File: src/rtl/ffha_pkg.sv
// shared types and constants for the first-fit heap allocator
package ffha_pkg;

  localparam int unsigned HeapBytes   = 4096;
  localparam int unsigned HeaderBytes = 16;

  // heap offset, block size, pointer that may reach the heap end, and sum width
  localparam int unsigned OffW  = $clog2(HeapBytes);
  localparam int unsigned SizeW = 13;
  localparam int unsigned PtrW  = OffW + 1;
  localparam int unsigned SumW  = PtrW + 1;
  localparam int unsigned WordW = SizeW + 1;

  typedef enum logic [2:0] {
    ST_WHOLE   = 3'd0,
    ST_SPLIT   = 3'd1,
    ST_NOMEM   = 3'd2,
    ST_FREED   = 3'd3,
    ST_IGNORED = 3'd4
  } ffha_status_e;

  typedef enum logic [2:0] {
    OP_NOP,
    OP_WALK_START,
    OP_WALK_STEP,
    OP_WR_SPLIT,
    OP_WR_TAKE,
    OP_WR_FREE,
    OP_COAL_START,
    OP_COAL_STEP
  } ffha_op_e;

  typedef enum logic [3:0] {
    S_IDLE,
    S_A_WALK,
    S_A_SPLIT,
    S_A_MARK,
    S_F_WALK,
    S_C_START,
    S_C_RUN,
    S_RESP
  } ffha_state_e;

  typedef struct packed {
    ffha_op_e     op;
    logic         set_res;
    ffha_status_e res_code;
  } ffha_cmd_t;

  typedef struct packed {
    logic probe_end;
    logic fits;
    logic split;
    logic data_eq;
    logic data_gt;
    logic nx_end;
    logic c0_end;
  } ffha_stat_t;

endpackage

File: src/rtl/ffha_ctrl.sv
// controller: request sequencing for allocate, free and coalesce
module ffha_ctrl
  import ffha_pkg::*;
(
  input  logic       clk_i,
  input  logic       rst_ni,
  input  logic       start,
  input  logic       req_type_i,
  input  ffha_stat_t stat_i,
  output ffha_cmd_t  cmd_o,
  output logic       busy,
  output logic       done_o
);

  ffha_state_e state_q, state_d;

  always_ff @(posedge clk_i or negedge rst_ni) begin
    if (!rst_ni) begin
      state_q <= S_IDLE;
    end else begin
      state_q <= state_d;
    end
  end

  // next state
  always_comb begin
    state_d = state_q;
    case (state_q)
      S_IDLE: begin
        if (start) begin
          state_d = req_type_i ? S_F_WALK : S_A_WALK;
        end
      end
      S_A_WALK: begin
        if (stat_i.probe_end) begin
          state_d = S_RESP;
        end else if (stat_i.fits) begin
          state_d = stat_i.split ? S_A_SPLIT : S_A_MARK;
        end
      end
      S_A_SPLIT: state_d = S_A_MARK;
      S_A_MARK:  state_d = S_RESP;
      S_F_WALK: begin
        if (stat_i.probe_end || stat_i.data_gt) begin
          state_d = S_RESP;
        end else if (stat_i.data_eq) begin
          state_d = S_C_START;
        end
      end
      S_C_START: state_d = stat_i.c0_end ? S_RESP : S_C_RUN;
      S_C_RUN: begin
        if (stat_i.nx_end) begin
          state_d = S_RESP;
        end
      end
      S_RESP:  state_d = S_IDLE;
      default: state_d = S_IDLE;
    endcase
  end

  // outputs
  always_comb begin
    cmd_o.op       = OP_NOP;
    cmd_o.set_res  = 1'b0;
    cmd_o.res_code = ST_WHOLE;
    busy           = 1'b1;
    done_o         = 1'b0;
    case (state_q)
      S_IDLE: begin
        busy = 1'b0;
        if (start) begin
          cmd_o.op = OP_WALK_START;
        end
      end
      S_A_WALK: begin
        if (stat_i.probe_end) begin
          cmd_o.set_res  = 1'b1;
          cmd_o.res_code = ST_NOMEM;
        end else if (!stat_i.fits) begin
          cmd_o.op = OP_WALK_STEP;
        end
      end
      S_A_SPLIT: cmd_o.op = OP_WR_SPLIT;
      S_A_MARK: begin
        cmd_o.op       = OP_WR_TAKE;
        cmd_o.set_res  = 1'b1;
        cmd_o.res_code = stat_i.split ? ST_SPLIT : ST_WHOLE;
      end
      S_F_WALK: begin
        if (stat_i.probe_end || stat_i.data_gt) begin
          cmd_o.set_res  = 1'b1;
          cmd_o.res_code = ST_IGNORED;
        end else if (stat_i.data_eq) begin
          cmd_o.op       = OP_WR_FREE;
          cmd_o.set_res  = 1'b1;
          cmd_o.res_code = ST_FREED;
        end else begin
          cmd_o.op = OP_WALK_STEP;
        end
      end
      S_C_START: cmd_o.op = OP_COAL_START;
      S_C_RUN:   cmd_o.op = OP_COAL_STEP;
      S_RESP:    done_o   = 1'b1;
      default: ;
    endcase
  end

endmodule

File: config.mk
export PLATFORM = sky130hd
export DESIGN_NAME = ffha_ctrl
export DESIGN_NICKNAME = d
export VERILOG_FILES = /design/src/rtl/ffha_pkg.sv /design/src/rtl/ffha_ctrl.sv
export SDC_FILE = /design/constraint.sdc
export NUM_CORES = 1
export LEC_CHECK = 0
export ABC_CLOCK_PERIOD_IN_PS = 1500
export BUFFER_PORTS_ARGS = -buffer_cell sky130_fd_sc_hd__buf_2
export CAP_MARGIN = 20
export CORE_MARGIN = 8
export CORE_UTILIZATION = 25
export DETAILED_ROUTE_END_ITERATION = 8
export SLEW_MARGIN = 20
export SYNTH_ARGS = -nofsm -noshare
export SYNTH_HDL_FRONTEND = slang
export SYNTH_SLANG_ARGS = --single-unit
File: constraint.sdc
create_clock -name clk_i -period 1.5 [get_ports clk_i]
set_input_delay 0 -clock clk_i [delete_from_list [all_inputs] [get_ports clk_i]]
set_output_delay 0 -clock clk_i [all_outputs]
set_load 0.02 [all_outputs]
After elaboration in Yosys (flattened, before gate mapping)
Cells that the tools add are included.
- eq/ne operators: 11
- reductions and logical operators: 3
- mux-type cells: 23
- operators by type and width (cell ; number):
    2-to-1 mux 4 bit ; 9
    case mux 4 bit (7 select lines) ; 1
    case mux 3 bit (7 select lines) ; 1
    equality test 4 x 3 -> 1 bit, second input constant ; 4
    2-to-1 mux 3 bit ; 4
    case mux 4 bit (3 select lines) ; 1
    equality test 4 x 2 -> 1 bit, second input constant ; 2
    2-to-1 mux 1 bit ; 6
    inequality test 3 bit, second input constant ; 2
    equality test 4 x 1 -> 1 bit, second input constant ; 1
    zero test 4 bit ; 1
    inequality test 2 bit, second input constant ; 2
    AND reduction 4 bit ; 1
    2-to-1 mux 2 bit ; 1
    logical OR 1 bit ; 1
- word-level logic and storage cells: 38
- output and inout port bits: 9
- flip-flop bits (word level): 4

Depth between registers and ports, before layout
Gate-level depths: netlist (run 1).
- depth in word-level cells: 4
- depth in mapped cells: 6
- gate-level depth less buffers: 4

Least setup slack after synthesis (run 1)
No wires, ideal clock.
- path kind: reg-to-reg
- start point: register state_q[2]
- end point: register state_q[1]
- stages on the path, launching flop included: 5
- path buffers: 1
- data arrival time: 1.418 ns
- path slack: -0.038 ns
- cells stage by stage: dfrtp_1 > buf_6 > or3_1 > o22a_1 > a31o_1
- cells in the longest elaborated chain, start to end: 3
- elaborated cells between the ends (all ways): 13
- ends and longest elaborated chain (what ; RTL line ; text):
    start: declaration ; ffha_ctrl.sv:15 ; ffha_state_e state_q, state_d;
    start signal: assignment ; ffha_ctrl.sv:21 ; state_q <= state_d;
    equality test 4 x 1 -> 1 bit (tied with other cells) ; ffha_ctrl.sv:28 ; case (state_q)
    inequality test 3 bit (no source line) or inequality test 2 bit (tied branches) ; n/a ;
    AND reduction 4 bit (no source line) ; n/a ;
Parallel ways exist; a longest one is shown, timed or not.
A chain may end at the register's enable or synchronous reset.

==> results.json, run 1 <==
{
  "grt_max_degree": 8,
  "placed_cell_area_sq_um": 586,
  "drt-vias-per-instance": 5.25,
  "synth-simple-area-share_pct": 38.9,
  "synth_fa_ha_area_share_pct": 0,
  "cts_max_path_buffers": 2,
  "final_common_cell": "buf_4",
  "drive_above_1_share_pct": 57.4,
  "ys_types": 33,
  "ys_seq_area_share_pct": 18.1,
  "initial_utilization_pct": 26.9,
  "cts_max_level": 1,
  "place_ws_ns": -0.0593,
  "hold_class": "in2async",
  "crit_path_start_kind": "register",
  "largest_register": "state_q",
  "fmax_mhz": 606,
  "cts-buffers-inserted": 3,
  "cp_data_arrival_time_ns": 1.65,
  "yosys.area_share.xor_xnor_pct": 2.11,
  "final_util_pct": 49.4,
  "relSlewSlack_pct": 80.3,
  "nets": 106,
  "synthArstFlopShare_pct": 100,
  "fin_worst_skew_ns": 0.00337,
  "first_global_vias": 593,
  "syn_inst": 56,
  "antenna_found_initial": 0,
  "peakVddDrop_uv": 919,
  "crit_type": "reg2out",
  "wire_per_inst_um": 13.9,
  "synth_warnings": 0,
  "stdcell_area_sq_um": 761,
  "cts_tree": "built",
  "largest_reg_flops": 3,
  "die_area_sq_um": 3220,
  "outcome": "complete, but fails checks",
  "reg2reg_to": "state_q[0]$_DFFE_PN0P_",
  "p_leak_nw": 0.343,
  "insertedDiodeCount": 0,
  "netlist_top_cells_area": "dfrtp_1 18%, nor2_1 5.4%, o211ai_1 5.4%",
  "synth_top_area_share_pct": 18.1,
  "cts_root_buf": "clkbuf_4",
  "grt_pass1_wl_um": 2540,
  "area_growth_pct": 83.1,
  "drv_cap": 0,
  "p_per_area_nw_per_um2": 2210,
  "hold_viol": 0,
  "syn_avg_cell_area_sq_um": 7.42,
  "drt_iter0_markers": 8,
  "core.rowCount": 14,
  "ys.flop_type": "dfrtp_1",
  "reg_top3": "state_q: 3 flops",
  "ant_nets": 0,
  "grt_use_total_pct": 9.64,
  "die_w_um": 56.8,
  "ff2ff_setup_slack_ns": -0.06,
  "drtPass1Iterations": 5,
  "ys_ff_latch": 3,
  "synth_area_sq_um": 415,
  "endpoint": "cmd_o[5]",
  "synth_top_family_by_area": "simple AND/OR/NAND/NOR gates",
  "crit_path_start": "state_q[1]$_DFFE_PN0P_",
  "slew_violations": 0,
  "cts.clk_slew.worst_paths_ns": 0.04,
  "synth_compound_area_share_pct": 32.2,
  "synthesis.nets": 67,
  "cts_sinks": 3,
  "clkLatencyLatePin_ns": 0.23,
  "gp_congestion": 0.793,
  "postLayoutSetupSlackWorst_ns": -0.150,
  "pin_count": 20,
  "wl_um": 1530,
  "synth_top_cell_by_area": "dfrtp_1",
  "synth_edf_count": 0,
  "fin_crit_sh_pct": 110,
  "port-buffer-count": 19,
  "design.core.area_sq_um": 1540,
  "r2r_cells": 5,
  "critPathRequiredTime_ns": 1.50,
  "critical_path.max_fanout": 5,
  "rr_startpoint": "state_q[2]$_DFFE_PN0P_",
  "violations": "negative setup slack",
  "period_minus_slack_ns": 1.65,
  "rsz0062_at_grt": "yes",
  "die_y_um": 56.8,
  "final_cell_mix": "17 x buf_4, 14 x buf_2, 6 x buf_6",
  "place_hpwl_um": 1130,
  "setup_viol": 6,
  "cp-end-kind": "output port",
  "muxShareOfSynthArea_pct": 0,
  "grt_remaining_overflow": 0,
  "detailroute.via_count": 578,
  "worst_pin_slew_ns": 0.292,
  "drc": 0
}
[how the worst min path moves through the flow]
stage,from,to,cells after the start
after global placement,rst_ni,state_q[2]$_DFFE_PN0P_,1
after CTS,rst_ni,state_q[1]$_DFFE_PN0P_,2
after floorplan,rst_ni,state_q[0]$_DFFE_PN0P_,0
after global routing,rst_ni,state_q[0]$_DFFE_PN0P_,2
after detailed placement,rst_ni,state_q[0]$_DFFE_PN0P_,1
final,rst_ni,state_q[1]$_DFFE_PN0P_,2
[layout make-up]
type | instances | area, sq um
fillers | 146 | 781
multi-input cells | 46 | 350
repair buffers | 38 | 275
flip-flops and latches | 3 | 77.6
clock buffers | 4 | 26.3
well taps | 16 | 20.0
inverters | 3 | 11.3
[cell usage after synthesis, types with 2 or more instances]
| cell | n |
|---|---|
| nor2_1 | 6 |
| nand2_1 | 5 |
| dfrtp_1 | 3 |
| inv_1 | 3 |
| nand2b_1 | 3 |
| o211ai_1 | 3 |
| o21ai_0 | 3 |
| a21oi_1 | 2 |
| a31o_1 | 2 |
| buf_2 | 2 |
| o21ai_1 | 2 |
[repair_timing]
item,CTS,global route
hold buffers,1,0
setup buffers,6,2
endpoints found under the hold margin,3,0
setup endpoints to repair,8,10
resized for setup,13,11
pin swaps,11,7
[critical path: stages, from the launching register on]
cell	delay, ns
dfrtp_2	0.40
buf_6	0.13
or3b_4	0.39
nor3_4	0.17
nor2_2	0.07
o211ai_1	0.09
buf_4	0.17
[layer usage]
layer,part of all wire (%),vias to the layer above,track usage [%]
li1,-,286,-
met1,39,267,9.21
met2,52,23,16.8
met3,8.5,2,3.82
met4,0.91,0,6.04
met5,0,-,0
[report_power, final]
| part | internal [mW] | leakage, nW | switching (mW) |
|---|---|---|---|
| Sequential | 0.131 | 0.0322 | 0.0453 |
| Combinational | 0.697 | 0.296 | 0.668 |
| Clock | 0.0995 | 0.0150 | 0.0393 |
[per-stage QoR]
step	power (mW)	hold WS [ns]	TNS [ns]	std cells
final	1.68	0.111	-0.371	110
after global routing	1.82	0.118	-0.891	110
after CTS	1.54	0.0898	-0.783	108
after detailed placement	1.20	-0.197	-0.150	97
after global placement	1.18	-0.203	-0.0101	97
after floorplan	0.846	-0.296	0	56
[logic make-up (layout without fill, tap and decap cells)]
logic type / count (synthesis) / after routing
flops: 3 / 3
buf+inv: 7 / 45
xor+xnor: 1 / 1
simple gates: 26 / 26
compound gates: 19 / 19
Power figures use the tool's default switching activity.
==> run 2, diff against run 1 <==
- ABC_CLOCK_PERIOD_IN_PS: 1500 -> 1790
- clock period: 1.5 -> 1.79 ns (I/O delays scaled with it)
==> run 2 against run 1 <==
  * Largest cell class unchanged
  * The flow now finishes without violations
  * Sequential share of layout area up 3.2 points
  * Combinational power down 46%
  * Core utilization down 12 points
  * Non-clock buffer count down 14
  * Critical endpoint unchanged
  * Sequential power up 9.7%
  * Register-to-register slack better by 0.27 ns
  * Setup slack better by 0.21 ns
  * Flip-flop and latch count unchanged
  * Clock skew down 0.0024 ns
==> results.json, run 2 (synthesis gave the netlist of run 1 again) <==
{
  "outcome": "finished, final reports clean",
  "gp_congestion": 0.767,
  "setup_viol": 0,
  "worst_pin_slew_ns": 0.319,
  "rsz0062_at_grt": "yes",
  "p_per_area_nw_per_um2": 1800,
  "detailroute.via_count": 487,
  "r2r_cells": 4,
  "slew_violations": 0,
  "cts_max_path_buffers": 2,
  "final_common_cell": "buf_2",
  "place_hpwl_um": 975,
  "place_ws_ns": 0.190,
  "drc": 0,
  "fin_worst_skew_ns": 0.00101,
  "port-buffer-count": 19,
  "pin_count": 20,
  "fin_crit_sh_pct": 96.4,
  "cts_sinks": 3,
  "drt_iter0_markers": 4,
  "initial_utilization_pct": 26.9,
  "core.rowCount": 14,
  "die_y_um": 56.8,
  "critPathRequiredTime_ns": 1.79,
  "reg2reg_to": "state_q[0]$_DFFE_PN0P_",
  "placed_cells_incl_taps": 91,
  "reg_top3": "state_q: 3 flops",
  "drv_cap": 0,
  "grt_remaining_overflow": 0,
  "cts.clk_slew.worst_paths_ns": 0.04,
  "cp_data_arrival_time_ns": 1.73,
  "insertedDiodeCount": 0,
  "ff2ff_setup_slack_ns": 0.21,
  "crit_type": "reg2out",
  "largest_register": "state_q",
  "postLayoutSetupSlackWorst_ns": 0.0641,
  "final_util_pct": 37.6,
  "peakVddDrop_uv": 688,
  "clkLatencyLatePin_ns": 0.23,
  "cts_max_level": 1,
  "relSlewSlack_pct": 78.6,
  "die_area_sq_um": 3220,
  "fmax_mhz": 579,
  "antenna_found_initial": 0,
  "final_cell_mix": "18 x buf_2, 5 x nor2_1, 5 x nand2_1, 5 x buf_4",
  "critical_path.max_fanout": 12,
  "largest_reg_flops": 3,
  "period_minus_slack_ns": 1.73,
  "grt_pass1_wl_um": 2040,
  "drt-vias-per-instance": 5.07,
  "cts_root_buf": "clkbuf_4",
  "instances_no_fill": 96,
  "area_growth_pct": 39.5,
  "hold_class": "in2async",
  "cts-buffers-inserted": 3,
  "nets": 92,
  "wire_per_inst_um": 12.4,
  "hold_viol": 0,
  "cp-end-kind": "output port",
  "die_w_um": 56.8,
  "grt_max_degree": 13,
  "drive_above_1_share_pct": 42.5,
  "first_global_vias": 482,
  "p_leak_nw": 0.260,
  "drtPass1Iterations": 5,
  "wl_um": 1190,
  "cts_tree": "built",
  "design.core.area_sq_um": 1540,
  "crit_path_start_kind": "register",
  "grt_use_total_pct": 7.36,
  "rr_startpoint": "state_q[1]$_DFFE_PN0P_",
  "ant_nets": 0
}
[run 2: cell type report]
class	instances	area, sq um
fill	173	962
timing repair buffer	24	138
tap	16	20.0
clock buffer	4	26.3
sequential	3	77.6
inverter	3	11.3
multi-input combinational	46	307
[run 2: per-layer routing]
metal / vias to the layer above / share of wire (%) / routed length (um) / global-route usage, %
li1: 257 / - / - / -
met1: 221 / 46 / 552 / 7.96
met2: 9 / 46 / 549 / 11.9
met3: 0 / 7.4 / 88 / 4.27
met4: 0 / 0 / 0 / 2.01
met5: - / 0 / 0 / 0
[run 2: power by group]
group	switching (mW)	internal (mW)	total, mW
Combinational	0.400	0.329	0.729
Clock	0.0366	0.0836	0.120
Sequential	0.0835	0.110	0.193
Total	0.520	0.523	1.04
[run 2: repair_timing]
| action | 4_1_cts | 5_1_grt |
|---|---|---|
| pin swaps | 0 | 0 |
| setup endpoints to repair | 1 | 1 |
| resized for setup | 2 | 2 |
| hold buffers | 1 | 0 |
| hold endpoints to repair | 3 | 0 |
| buffers inserted | 0 | 0 |
[run 2: how the worst max path moves through the flow]
| stage | from | endpoint | slack [ns] | depth (start not counted) |
|---|---|---|---|---|
| 2_1_floorplan | state_q[2]$_DFFE_PN0P_ | state_q[1]$_DFFE_PN0P_ | 0.25 | 4 |
| 3_3_place_gp | state_q[1]$_DFFE_PN0P_ | state_q[0]$_DFFE_PN0P_ | 0.20 | 4 |
| 3_5_place_dp | state_q[1]$_DFFE_PN0P_ | state_q[0]$_DFFE_PN0P_ | 0.19 | 4 |
| 4_1_cts | state_q[1]$_DFFE_PN0P_ | cmd_o[5] | 0.008 | 5 |
| 5_1_grt | state_q[1]$_DFFE_PN0P_ | cmd_o[5] | -0.02 | 5 |
| 6_report | state_q[1]$_DFFE_PN0P_ | cmd_o[5] | 0.06 | 5 |
[run 2: per-stage QoR]
stage                     total power [mW]  area (sq um)  setup TNS (ns)  hold WS [ns]
after floorplan                      0.701           415               0        -0.296
after global placement               0.912           536               0        -0.200
after detailed placement             0.913           536               0        -0.199
after CTS                             1.05           574               0        0.0826
after global routing                  1.14           579         -0.0166         0.102
final                                 1.04           579               0        0.0924
[run 2: worst max-delay path: stages (launching register included)]
cell      delay (ns)
dfrtp_2         0.47
or3b_4          0.44
nor4_4          0.24
nor2_2          0.07
o211ai_1        0.10
buf_4           0.17
==> run 3, diff against run 2 <==
- ABC_CLOCK_PERIOD_IN_PS: 1790 -> 2100
- MAX_ROUTING_LAYER: default -> met4
- clock period: 1.79 -> 2.1 ns (I/O delays scaled with it)
==> run 3 against run 2 <==
  * Critical path depth stayed put
  * Total power is 22% lower
  * Non-clock buffer count is 4 lower
  * Sequential share of layout area is 0.47 points higher
  * First-iteration DRC count stayed put
  * Die area stayed put
  * Clock-buffer cell count stayed put
  * Cell count is 4.2% lower
  * Hold slack worse by 0.0022 ns
  * Final area is 6.5% lower
==> results.json, run 3 (synthesis gave the netlist of run 1 again) <==
{
  "outcome": "finished, final reports clean",
  "rsz0062_at_grt": "no",
  "drive_above_1_share_pct": 35.5,
  "worst_path_largest_cell_delay_ns": 0.62,
  "pin_count": 20,
  "core.rowCount": 14,
  "drtPass1Iterations": 2,
  "worst_pin_slew_ns": 0.469,
  "design.core.area_sq_um": 1540,
  "nets": 88,
  "ff2ff_setup_slack_ns": 0.39,
  "pwr-share-clk_pct": 12.2,
  "hold_viol": 0,
  "place_hpwl_um": 911,
  "rr_startpoint": "state_q[2]$_DFFE_PN0P_",
  "peakVddDrop_uv": 738,
  "final_cell_mix": "19 x buf_2, 6 x nor2_1, 5 x nand2_1",
  "die_w_um": 56.8,
  "p_per_area_nw_per_um2": 1510,
  "insertedDiodeCount": 0,
  "fin_crit_sh_pct": 90.5,
  "cts_max_level": 1,
  "switching_share_pct": 52.9,
  "detailroute.via_count": 459,
  "drt-vias-per-instance": 4.99,
  "die_area_sq_um": 3220,
  "reg_top3": "state_q: 3 flops",
  "wl_um": 1170,
  "power_mw": 0.817,
  "cts-buffers-inserted": 3,
  "slew_violations": 0,
  "critPathRequiredTime_ns": 2.10,
  "largest_reg_flops": 3,
  "crit_path_start_kind": "register",
  "postLayoutSetupSlackWorst_ns": 0.200,
  "tns_ns": 0,
  "cp_data_arrival_time_ns": 1.90,
  "period_minus_slack_ns": 1.90,
  "port-buffer-count": 19,
  "final_common_cell": "buf_2",
  "gp_congestion": 0.769,
  "cp-end-kind": "output port",
  "grt_pass1_wl_um": 1920,
  "p_leak_nw": 0.242,
  "die_y_um": 56.8,
  "combPwrFrac_pct": 62.7,
  "wire_per_inst_um": 12.7,
  "seqPwrFrac_pct": 25.1,
  "largest_register": "state_q",
  "relSlewSlack_pct": 68.7,
  "antenna_found_initial": 0,
  "crit_type": "reg2out",
  "first_global_vias": 452,
  "area_growth_pct": 30.4,
  "placed_cells_incl_taps": 87,
  "drc": 0,
  "setup_viol": 0,
  "cp_cell_sequence": "or3b_4 -> nor4_4 -> nor2_1 -> o211ai_1 -> buf_2",
  "placed_cell_area_sq_um": 505,
  "cts_root_buf": "clkbuf_4",
  "drv_cap": 0,
  "cts_sinks": 3,
  "fin_worst_skew_ns": 0.00102,
  "cts.clk_slew.worst_paths_ns": 0.04,
  "post-cts-setup-buffers": 0,
  "hold_class": "in2async",
  "stdcell_area_sq_um": 542,
  "crit_path_start": "state_q[2]$_DFFE_PN0P_",
  "place_ws_ns": 0.392,
  "cpMaxStageDelayCell": "dfrtp_1",
  "initial_utilization_pct": 26.9,
  "critical_path.max_fanout": 19,
  "ant_nets": 0,
  "instances_no_fill": 92,
  "clkLatencyLatePin_ns": 0.23,
  "cts_tree": "built",
  "drt_iter0_markers": 4,
  "grt_use_total_pct": 7.27,
  "grt_max_degree": 20,
  "power.switching_mw": 0.433,
  "grt_remaining_overflow": 0,
  "fmax_mhz": 526,
  "cts_max_path_buffers": 2,
  "internal_power_mw": 0.385
}
## run 3: cell types whose count changed in the layout (fill, tap and decap cells not counted)
cell     change
buf_2        +1
buf_4        -5
dfrtp_1      +2
dfrtp_2      -2
nor2_1       +1
nor2_2       -1
## run 3: area by class of cell
type | count | area, sq um
clock buffers | 4 | 26.3
flip-flops and latches | 3 | 75.1
well taps | 16 | 20.0
repair buffers | 20 | 105
fillers | 184 | 1000
multi-input cells | 46 | 304
inverters | 3 | 11.3
## run 3: critical path, delay by kind of cell, from the launching register on
family	cells	cell delay (ns)
DFF	1	0.62
AOI/OAI and AO/OA	1	0.09
buffers and inverters	1	0.19
and+or+nand+nor	3	0.77
## run 3: power by group through the flow
stage / combinational, mW / sequential [mW] / clock, mW
floorplan: 0.483 / 0.114 / 0
global placement: 0.514 / 0.201 / 0
detailed placement: 0.520 / 0.203 / 0
CTS: 0.522 / 0.201 / 0.105
global route: 0.567 / 0.218 / 0.116
finish: 0.513 / 0.205 / 0.0996
## run 3: worst paths after layout
kind | end | depth (start not counted)
max | cmd_o[5] | 5
min in group clk_i | state_q[1]$_DFFE_PN0P_ | 3
min reg2reg | state_q[2]$_DFFE_PN0P_ | 2
max in group asynchronous | state_q[1]$_DFFE_PN0P_ | 2
min | state_q[0]$_DFFE_PN0P_ | 2
max reg2reg | state_q[0]$_DFFE_PN0P_ | 4
## run 3: layer usage
metal | global-route usage, % | share of wire, % | vias to the layer above
li1 | - | - | 246
met1 | 8.46 | 48 | 204
met2 | 10.8 | 47 | 9
met3 | 2.25 | 5.0 | 0
met4 | 4.03 | 0 | 0
met5 | - | 0 | -
## run 3: what timing repair did
action,in CTS,in global routing
hold buffers,1,0
gates resized for setup,0,0
endpoints found under the hold margin,3,0
## run 3: through the flow
step | util [%] | hold slack [ns]
detailed placement | 32.8 | -0.204
floorplan | - | -0.296
finish | 35.1 | 0.0902
CTS | 35.1 | 0.0814
global placement | 32.8 | -0.203
global route | 35.1 | 0.0920
